### src/ils_pkg.sv
// Shared types and constants for the indexed list store.
`timescale 1ns / 1ps

package ils_pkg;

    typedef enum logic [2:0] {
        ACT_READ      = 3'd0,
        ACT_INS_FRONT = 3'd1,
        ACT_INS_BACK  = 3'd2,
        ACT_INS_AT    = 3'd3,
        ACT_DELETE    = 3'd4
    } action_t;

    typedef enum logic [2:0] {
        S_IDLE,
        S_READ,
        S_SH_RD,
        S_SH_WR,
        S_PLACE,
        S_DONE
    } seq_state_t;

    typedef struct packed {
        logic signed [31:0] read_value;
        logic               found;
        logic               applied;
        logic               overflow;
        logic [6:0]         list_length;
    } result_t;

    localparam logic signed [31:0] MISS_VALUE = -32'sd1;
    localparam int LENGTH_W = 7;

endpackage

### src/indexed_list_store_core.sv
// Top level of the indexed list store: sequencer, entry store and output register.
`timescale 1ns / 1ps

// Ordered list of up to CAPACITY signed 32-bit values behind a valid/ready request
// channel and a valid/ready result channel, one result per request. The list lives in
// a single-port-per-direction memory, so each entry that moves on an insert or delete
// is read, then written back one place over. A read in range goes through S_READ; an
// insert at position p shifts the entries from p to the end up and then places the
// value; a delete at p shifts the entries after p down (none when p is the last);
// rejected or invalid requests go straight to S_DONE. A new request is taken while a
// result waits in the output register.

module indexed_list_store_core
    import ils_pkg::*;
#(
    parameter int CAPACITY = 64,
    localparam int AW = (CAPACITY > 1) ? $clog2(CAPACITY) : 1
)
(
    input  logic                 clk,
    input  logic                 rst_n,
    input  logic                 in_valid,
    output logic                 in_ready,
    input  logic [2:0]           action,
    input  logic [6:0]           position,
    input  logic signed [31:0]   item_value,
    output logic                 out_valid,
    input  logic                 out_ready,
    output logic signed [31:0]   read_value,
    output logic                 found,
    output logic                 applied,
    output logic                 overflow,
    output logic [6:0]           list_length
);

    logic               res_valid;
    logic               res_ready;
    result_t            res;
    logic               mem_we;
    logic [AW-1:0]      mem_waddr;
    logic signed [31:0] mem_wdata;
    logic               mem_re;
    logic [AW-1:0]      mem_raddr;
    logic signed [31:0] mem_rdata;

    logic               out_valid_reg, out_valid_next;
    result_t            out_reg;

    ils_seq #(.CAPACITY(CAPACITY)) u_seq (
        .clk        (clk),
        .rst_n      (rst_n),
        .in_valid   (in_valid),
        .in_ready   (in_ready),
        .action     (action),
        .position   (position),
        .item_value (item_value),
        .res_valid  (res_valid),
        .res_ready  (res_ready),
        .res        (res),
        .mem_we     (mem_we),
        .mem_waddr  (mem_waddr),
        .mem_wdata  (mem_wdata),
        .mem_re     (mem_re),
        .mem_raddr  (mem_raddr),
        .mem_rdata  (mem_rdata)
    );

    ils_mem #(.CAPACITY(CAPACITY)) u_mem (
        .clk   (clk),
        .we    (mem_we),
        .waddr (mem_waddr),
        .wdata (mem_wdata),
        .re    (mem_re),
        .raddr (mem_raddr),
        .rdata (mem_rdata)
    );

    // load when the register is empty or being drained this cycle
    assign res_ready = !out_valid_reg || out_ready;

    always_comb
    begin
        out_valid_next = out_valid_reg;
        if (res_valid && res_ready)
        begin
            out_valid_next = 1'b1;
        end
        else if (out_ready)
        begin
            out_valid_next = 1'b0;
        end
    end

    always_ff @(posedge clk or negedge rst_n)
    begin
        if (!rst_n)
        begin
            out_valid_reg <= 1'b0;
        end
        else
        begin
            out_valid_reg <= out_valid_next;
        end
    end

    always_ff @(posedge clk)
    begin
        if (res_valid && res_ready)
        begin
            out_reg <= res;
        end
    end

    assign out_valid   = out_valid_reg;
    assign read_value  = out_reg.read_value;
    assign found       = out_reg.found;
    assign applied     = out_reg.applied;
    assign overflow    = out_reg.overflow;
    assign list_length = out_reg.list_length;

endmodule

### src/ils_mem.sv
// Entry store: one write port, one registered read port.
`timescale 1ns / 1ps

module ils_mem
    import ils_pkg::*;
#(
    parameter int CAPACITY = 64,
    localparam int AW = (CAPACITY > 1) ? $clog2(CAPACITY) : 1
)
(
    input  logic                 clk,
    input  logic                 we,
    input  logic [AW-1:0]        waddr,
    input  logic signed [31:0]   wdata,
    input  logic                 re,
    input  logic [AW-1:0]        raddr,
    output logic signed [31:0]   rdata
);

    logic signed [31:0] mem [CAPACITY];
    logic signed [31:0] rdata_reg;

    always_ff @(posedge clk)
    begin
        if (we)
        begin
            mem[waddr] <= wdata;
        end
        if (re)
        begin
            rdata_reg <= mem[raddr];
        end
    end

    assign rdata = rdata_reg;

endmodule

### src/ils_seq.sv
// Request sequencer: decodes an action, shifts entries through the store and builds the result.
`timescale 1ns / 1ps

module ils_seq
    import ils_pkg::*;
#(
    parameter int CAPACITY = 64,
    localparam int AW   = (CAPACITY > 1) ? $clog2(CAPACITY) : 1,
    localparam int CW   = $clog2(CAPACITY + 1),
    localparam int CMPW = (CW > LENGTH_W) ? CW : LENGTH_W
)
(
    input  logic                 clk,
    input  logic                 rst_n,
    input  logic                 in_valid,
    output logic                 in_ready,
    input  logic [2:0]           action,
    input  logic [6:0]           position,
    input  logic signed [31:0]   item_value,
    output logic                 res_valid,
    input  logic                 res_ready,
    output result_t              res,
    output logic                 mem_we,
    output logic [AW-1:0]        mem_waddr,
    output logic signed [31:0]   mem_wdata,
    output logic                 mem_re,
    output logic [AW-1:0]        mem_raddr,
    input  logic signed [31:0]   mem_rdata
);

    seq_state_t         state_reg, state_next;
    logic [CW-1:0]      count_reg, count_next;
    logic               del_reg, del_next;
    logic [AW-1:0]      idx_reg, idx_next;
    logic [AW-1:0]      lim_reg, lim_next;
    logic signed [31:0] val_reg, val_next;
    logic signed [31:0] rv_reg, rv_next;
    logic               fnd_reg, fnd_next;
    logic               app_reg, app_next;
    logic               ovf_reg, ovf_next;

    logic [CMPW-1:0]    cnt_ext;
    logic [CMPW-1:0]    pos_ext;
    logic [CMPW-1:0]    ip_ext;
    logic               ins_ok;
    logic [AW-1:0]      step_idx;
    action_t            act;

    assign act     = action_t'(action);
    assign cnt_ext = CMPW'(count_reg);
    assign pos_ext = CMPW'(position);

    always_comb
    begin
        ip_ext = '0;
        ins_ok = 1'b1;
        case (act)
            ACT_INS_BACK: ip_ext = cnt_ext;
            ACT_INS_AT:
            begin
                ip_ext = pos_ext;
                ins_ok = (pos_ext <= cnt_ext);
            end
            default: ip_ext = '0;
        endcase
    end

    assign step_idx = del_reg ? (idx_reg + AW'(1)) : (idx_reg - AW'(1));

    always_ff @(posedge clk or negedge rst_n)
    begin
        if (!rst_n)
        begin
            state_reg <= S_IDLE;
            count_reg <= '0;
        end
        else
        begin
            state_reg <= state_next;
            count_reg <= count_next;
        end
    end

    always_ff @(posedge clk)
    begin
        del_reg <= del_next;
        idx_reg <= idx_next;
        lim_reg <= lim_next;
        val_reg <= val_next;
        rv_reg  <= rv_next;
        fnd_reg <= fnd_next;
        app_reg <= app_next;
        ovf_reg <= ovf_next;
    end

    always_comb
    begin
        state_next = state_reg;
        count_next = count_reg;
        del_next   = del_reg;
        idx_next   = idx_reg;
        lim_next   = lim_reg;
        val_next   = val_reg;
        rv_next    = rv_reg;
        fnd_next   = fnd_reg;
        app_next   = app_reg;
        ovf_next   = ovf_reg;
        mem_we     = 1'b0;
        mem_waddr  = idx_reg;
        mem_wdata  = mem_rdata;
        mem_re     = 1'b0;
        mem_raddr  = step_idx;

        unique case (state_reg)
            S_IDLE:
            begin
                if (in_valid)
                begin
                    rv_next  = '0;
                    fnd_next = 1'b0;
                    app_next = 1'b0;
                    ovf_next = 1'b0;
                    val_next = item_value;
                    del_next = (act == ACT_DELETE);
                    state_next = S_DONE;
                    unique case (act) inside
                        ACT_READ:
                        begin
                            if (pos_ext < cnt_ext)
                            begin
                                mem_re     = 1'b1;
                                mem_raddr  = AW'(position);
                                state_next = S_READ;
                            end
                            else
                            begin
                                rv_next = MISS_VALUE;
                            end
                        end
                        ACT_INS_FRONT, ACT_INS_BACK, ACT_INS_AT:
                        begin
                            if (ins_ok)
                            begin
                                if (cnt_ext == CMPW'(CAPACITY))
                                begin
                                    ovf_next = 1'b1;
                                end
                                else
                                begin
                                    lim_next = AW'(ip_ext);
                                    idx_next = AW'(count_reg);
                                    state_next = (cnt_ext == ip_ext) ? S_PLACE : S_SH_RD;
                                end
                            end
                        end
                        ACT_DELETE:
                        begin
                            if (pos_ext < cnt_ext)
                            begin
                                idx_next = AW'(position);
                                lim_next = AW'(count_reg - CW'(1));
                                if ((pos_ext + CMPW'(1)) == cnt_ext)
                                begin
                                    count_next = count_reg - CW'(1);
                                    app_next   = 1'b1;
                                end
                                else
                                begin
                                    state_next = S_SH_RD;
                                end
                            end
                        end
                        default:
                        begin
                            state_next = S_DONE;
                        end
                    endcase
                end
            end
            S_READ:
            begin
                rv_next    = mem_rdata;
                fnd_next   = 1'b1;
                state_next = S_DONE;
            end
            S_SH_RD:
            begin
                // fetch the neighbour that moves into idx
                mem_re     = 1'b1;
                mem_raddr  = step_idx;
                state_next = S_SH_WR;
            end
            S_SH_WR:
            begin
                mem_we    = 1'b1;
                mem_waddr = idx_reg;
                mem_wdata = mem_rdata;
                idx_next  = step_idx;
                if (step_idx == lim_reg)
                begin
                    if (del_reg)
                    begin
                        count_next = count_reg - CW'(1);
                        app_next   = 1'b1;
                        state_next = S_DONE;
                    end
                    else
                    begin
                        state_next = S_PLACE;
                    end
                end
                else
                begin
                    state_next = S_SH_RD;
                end
            end
            S_PLACE:
            begin
                mem_we     = 1'b1;
                mem_waddr  = lim_reg;
                mem_wdata  = val_reg;
                count_next = count_reg + CW'(1);
                app_next   = 1'b1;
                state_next = S_DONE;
            end
            S_DONE:
            begin
                if (res_ready)
                begin
                    state_next = S_IDLE;
                end
            end
            default:
            begin
                state_next = S_IDLE;
            end
        endcase
    end

    assign in_ready  = (state_reg == S_IDLE);
    assign res_valid = (state_reg == S_DONE);

    always_comb
    begin
        res.read_value  = rv_reg;
        res.found       = fnd_reg;
        res.applied     = app_reg;
        res.overflow    = ovf_reg;
        res.list_length = cnt_ext[LENGTH_W-1:0];
    end

endmodule

### config.mk
export PLATFORM = sky130hd
export DESIGN_NAME = indexed_list_store_core
export DESIGN_NICKNAME = d
export VERILOG_FILES = /design/src/ils_pkg.sv /design/src/indexed_list_store_core.sv /design/src/ils_mem.sv /design/src/ils_seq.sv
export SDC_FILE = /design/constraint.sdc
export NUM_CORES = 2
export LEC_CHECK = 0
export BUFFER_PORTS_ARGS = -buffer_cell sky130_fd_sc_hd__buf_2
export CAP_MARGIN = 20
export CORE_ASPECT_RATIO = 1.2
export CORE_UTILIZATION = 23
export CTS_CLUSTER_SIZE = 28
export DETAILED_ROUTE_END_ITERATION = 10
export PLACE_DENSITY = 0.42
export SYNTH_ARGS = -nofsm -noshare
export SYNTH_HDL_FRONTEND = slang
export SYNTH_SLANG_ARGS = --single-unit
export TNS_END_PERCENT = 10
### constraint.sdc
create_clock -name clk -period 14.2 [get_ports clk]
set_input_delay 2.13 -clock clk [delete_from_list [all_inputs] [get_ports clk]]
set_output_delay 2.13 -clock clk [all_outputs]
set_load 0.005 [all_outputs]
; Word-level counts from Yosys, hierarchy flattened
; Memory sizes are Yosys's and may differ from the RTL's. A register that Yosys moved wholly into a read port is not among the register bits.
; Cells that the tools add are included.
[totals]
n_memories = 1
regBits = 133
elab_cells = 133
mem_bits_rw = 2048
[memory_table]
columns = name, depth, word_bits, rd, rd_ports_with_merged_regs, wr, line
row1 = u_mem.mem, 64, 32, 1, 1, 1, ils_mem.sv:20  ; logic signed [31:0] mem [CAPACITY];
[classes]
n_lt_le_gt_ge = 2
n_eq_ne = 27
addsub = 5
mux = 61
n_reduce_logical = 21
[op_table]
columns = op, count
row1 = $mux W32, 4
row2 = $mux W6, 13
row3 = $pmux W32 S2, 1
row4 = $mux W7, 6
row5 = $pmux W6 S2, 3
row6 = $mux W3, 9
row7 = $pmux W7 S3, 1
row8 = $mux W1, 18
row9 = $pmux W3 S5, 1
row10 = $add A7 B1 Y7 const B, 2
row11 = $eq A7 B7 Y1, 2
row12 = $ne A2 B1 Y1 const B, 7
row13 = $pmux W7 S2, 1
row14 = $eq A3 B2 Y1 const B, 4
row15 = $reduce_and A6 Y1, 2
row16 = $eq A3 B3 Y1 const B, 3
row17 = $pmux W3 S3, 1
row18 = $reduce_and A2 Y1, 4
row19 = $reduce_bool A2 Y1, 4
row20 = $eq A7 B7 Y1 const B, 1
row21 = $le A7 B7 Y1, 1
row22 = $lt A7 B7 Y1, 1
row23 = $reduce_and A7 Y1, 1
row24 = $sub A7 B1 Y7 const B, 1
row25 = 18 further kinds, 25

; Depth between registers and ports, before layout
[depth]
depth_word = 9
depth_mapped = 19

; By module
; From an unflattened synthesis, not the netlist that was laid out.
[hier_totals]
hier_cells = 3896
area_unflattened_um2 = 85320.6
[by_module_without_submodules]
columns = module, area_per_inst_um2, n_inst, cells_each
row1 = ils_mem, 78835.6, 1, 3324
row2 = ils_seq, 5170.0, 1, 526
row3 = indexed_list_store_core, 1315.0, 1, 46

; Worst setup path after synthesis
; OpenSTA, ideal clock, no wires.
[synth_path]
path_type = input to register
from = input out_ready
to = register out_reg (netlist bit applied), enable pin
slack_ns = 8.618
t_arrival_ns = 5.089
cell_stages = 2
t_required_ns = 13.706
n_path_buf = 0
setup_time_ns = 0.494
path_cell_list = nor2b_1 -> nor3_1
[synth_between]
elab_chain_cells = 2
[synth_lines]
columns = item, line
row1 = "start, declared", indexed_list_store_core.sv:28  ; input logic out_ready,
row2 = $logic_or A1 B1 Y1, indexed_list_store_core.sv:79  ; assign res_ready = !out_valid_reg || out_ready;
row3 = $logic_and A1 B1 Y1, indexed_list_store_core.sv:108  ; if (res_valid && res_ready)
row4 = "end signal, assigned", indexed_list_store_core.sv:110  ; out_reg <= res;
row5 = "end, declared", indexed_list_store_core.sv:47  ; result_t out_reg;
; No other way between the ends.
; A chain may end at the register's enable or synchronous reset.

; Worst setup path after layout
[layout_path]
from = input position[0]
to = register u_mem.rdata_reg[10], in the netlist u_mem.rdata[10] (read register of u_mem.mem) (data pin)
[layout_between]
elab_chain_cells = 5
word_cells_on_any_way = 9
classes_between = 1 x order compare / 8 x mux
[layout_lines]
columns = item, line
row1 = "start, declared", indexed_list_store_core.sv:25  ; input logic [6:0] position,
row2 = $lt A7 B7 Y1, ils_seq.sv:129  ; if (pos_ext < cnt_ext)
row3 = $mux W1 / $mux W6 (equally long branches), ils_seq.sv:129
row4 = $mux W1 / $mux W6 (equally long branches), ils_seq.sv:126  ; unique case (act) inside
row5 = $mux W1 / $mux W6 (equally long branches), ils_seq.sv:117  ; if (in_valid)
row6 = $pmux W1 S2 / $mux W6 (equally long branches), ils_seq.sv:114  ; unique case (state_reg)
row7 = "end, declared", ils_mem.sv:21  ; logic signed [31:0] rdata_reg;
; Parallel ways exist; a longest one is shown, timed or not.

==> impl_metrics.csv <==
group,metric,value,unit
timing,rsz0062_at_grt,"no",
logic_synthesis,yosysWarnings,0,
cells_and_area,layout-drive-gt1-share,11.5,%
pwr,combinationalPowerShare,31.8,%
global_route,gr-usage-all-layers,17.0,%
floorplanning,die_x,583,um
clock_tree,clkTransAtPathRegs,0.07,ns
place,io_buffer_count,89,
pwr,leakage,33.9,nW
floorplanning,die-area,408000,um2
logic_synthesis,synth_async_sr_flop_share,0.497,%
pwr,switching_share,37.4,%
timing,drv_slew,0,
routing,vias,60904,
global_route,grt_max_degree,99,
routing,final_antenna_net_count,0,
run,maxCapViolCount,0,
clock_tree,cts_tree,"built",
timing,hold_viol,0,
worst_hold_path,whs_path_depth,0,
routing,drt_pass1_iterations,6,
cells_and_area,top_register,"u_mem.mem",
floorplanning,core,403000,um2
timing,skew,0.0470,ns
setup_path,cp.required,14.68,ns
timing,setup_slack,6.71,ns
logic_synthesis,synth-edff-count,2202,
floorplanning,rows,255,
setup_path,reg2reg_from,"u_seq.cnt_ext[2]$_DFFE_PN0P_",
logic_synthesis,synth_top_area_share,70.9,%
floorplanning,die_height,700,um
floorplanning,boundaryPins,90,
setup_path,reg2reg_slack,7.54,ns
routing,viasPerCell,5.07,
pwr,pwr-share-clk,27.9,%
routing,routed_wirelength,359000,um
worst_hold_path,holdPathEnd,"read_value[24]$_DFFE_PP_",
pwr,intPower,0.0132,W
place,pre_cts_slack,5.96,ns
pwr,p_seq_share,40.3,%
cells_and_area,fin_area,108000,um2
cells_and_area,largest_reg_flops,2048,
cells_and_area,final_cells,12015,
clock_tree,cts_setup_buffers,0,
clock_tree,hold_buffers,0,
routing,drtIter0Drc,6148,
logic_synthesis,syn_area,93300,um2
setup_path,path_max_fanout,48,
timing,post-route-period-util,52.8,%
clock_tree,htreeDepth,4,
pwr,power.density,196,nW/um2
logic_synthesis,synth-seq-cells,2213,
setup_path,reg2regPathDepth,12,
place,dpl.hpwl,185000,um
floorplanning,floorplan.initialDensity,23.2,%
clock_tree,clk_latency,0.93,ns
timing,tns,0,ns
worst_hold_path,min_from,"u_seq.rv_reg[24]$_DFFE_PP_",
setup_path,crit_type,"input pin to register",
clock_tree,numClockSinks,2213,
outcome,outcome,"complete, no violations",
clock_tree,cts-root-buf,"clkbuf_16",
cells_and_area,nets,6492,
timing,slew_headroom,14.2,%
pwr,switchingPower,0.00791,W
logic_synthesis,netlist_instances,6437,
logic_synthesis,synth_nets,6499,
timing,worst_pin_slew,1.27,ns
timing,fin_crit,7.49,ns
logic_synthesis,synth_area_leaders,"edfxtp_1 (71%), a2111oi_0 (5.4%), mux2i_1 (4.9%), nand2_1 (2.4%), a21oi_1 (1.7%)",
global_route,antenna_found_initial,15,
place,dp_cells,11596,
timing,finalSetupViolCount,0,
clock_tree,numCtsBuffers,228,
logic_synthesis,synth_top_flop_cell,"edfxtp_1",
clock_tree,clk_path_buf_depth,4,
logic_synthesis,syn_area_per_cell,14.5,um2
global_route,grt_pass1_wl,495000,um
place,routabilityCongestion,0.789,
timing,hold_slack,0.417,ns
worst_hold_path,hold_path_class,"register to register",
setup_path,endpoint_kind,"register",
pwr,peakVddDrop,0.000184,V
logic_synthesis,ys_types,70,
place,placed_area,101000,um2
routing,wl_per_cell,29.9,um
setup_path,r2r_end,"u_mem.rdata[10]$_DFFE_PP_",
logic_synthesis,synth_area_leader_cell,"edfxtp_1",
logic_synthesis,synth.most_common_cell,"edfxtp_1",
logic_synthesis,seq_area_frac_synth,71.2,%
setup_path,worstSetupStartpointType,"input pin",
global_route,grt_pass1_vias,60339,
routing,drc,0,
timing,max_freq,133,MHz
cells_and_area,area_growth_syn_to_layout,15.8,%
logic_synthesis,synth_commonest_cells,"edfxtp_1 (2202), nand2_1 (588), a2111oi_0 (572), mux2i_1 (454), clkbuf_1 (398)",
clock_tree,post_cts_resized,0,
global_route,gr-total-overflow,0,
setup_path,worstPathArrival,7.98,ns
==> critical path: stages <==
cell and delay [ns]:
buf_8 0.28, inv_1 0.24, ha_1 0.25, nand3b_1 0.19, a21oi_1 0.77, or4_4 0.68
nand2_4 0.45, buf_4 0.41, a211o_1 0.35, a211oi_1 0.50, o22ai_1 0.20, a221oi_1 0.72
o311ai_1 0.59
==> worst max path at each step <==
stage	startpoint	endpoint	cells after the start
after floorplan	out_ready	applied$_DFFE_PP_	2
after global placement	position[0]	u_mem.rdata[0]$_DFFE_PP_	14
after detailed placement	position[0]	u_mem.rdata[0]$_DFFE_PP_	14
after CTS	position[0]	u_mem.rdata[0]$_DFFE_PP_	14
after global routing	position[0]	u_mem.rdata[14]$_DFFE_PP_	14
final	position[0]	u_mem.rdata[10]$_DFFE_PP_	13
==> cells by family after synthesis <==
kind of cell / synth area share [%]
DFF: 71.2
AOI/OAI and AO/OA: 12.2
and+or+nand+nor: 8.67
buffers and inverters: 2.47
muxes: 5.02
xor gates and xnor gates: 0.275
adders and majority gates: 0.223
==> stage by stage <==
step	util, %	total power, W
floorplan	-	0.0120
global placement	25.0	0.0153
detailed placement	25.0	0.0154
CTS	26.8	0.0213
global route	26.8	0.0218
finish	26.8	0.0212
==> metal layers <==
metal / part of all wire [%] / vias up / wire [um] / track usage, %
li1: - / 25604 / - / -
met1: 42 / 32456 / 151000 / 21.9
met2: 50 / 2320 / 179000 / 29.9
met3: 5.5 / 522 / 19900 / 2.07
met4: 2.8 / 2 / 9890 / 4.70
met5: 0.0036 / - / 13 / 0
==> power by group through the flow <==
stage               Clock (W)  Sequential (W)  Combinational, W
floorplan                   0         0.00864           0.00336
global placement            0         0.00866           0.00666
detailed placement          0         0.00867           0.00670
CTS                   0.00602         0.00853           0.00672
global route          0.00623         0.00855           0.00704
finish                0.00589         0.00853           0.00674
==> cell type report <==
type                    count  area, um2
repair buffers            305       2350
clock buffers             274       5960
inverters                  19       87.6
flip-flops and latches   2213      66400
fillers                 40816     295000
well taps                5397       6750
diodes                      8       20.0
multi-input cells        3663      25300
clock inverters           136       1100
==> cells in the final DEF, fill, tap and decap left out, types with 17 or more instances in the layout <==
cell type and count:
edfxtp_1 2202, a2111oi_0 572, nand2_1 551, mux2i_1 450
a21oi_1 321, nor2b_1 237, clkbuf_16 232, and2_1 231
buf_4 194, o21ai_0 175, o22ai_1 137, nor4_1 125
buf_2 87, a211oi_1 80, a21o_1 79, nand3_1 77
and3_1 70, nor2_4 66, clkinv_1 65, o211ai_1 45
clkbuf_1 42, a32oi_1 41, clkinv_2 40, nor3_1 39
or3_1 38, nand2_2 32, nor2_1 27, o21bai_1 27
a211o_1 25, and4_1 21, buf_12 21, xnor2_1 18
o41ai_1 18, bufinv_16 17
Power figures use the tool's default switching activity.
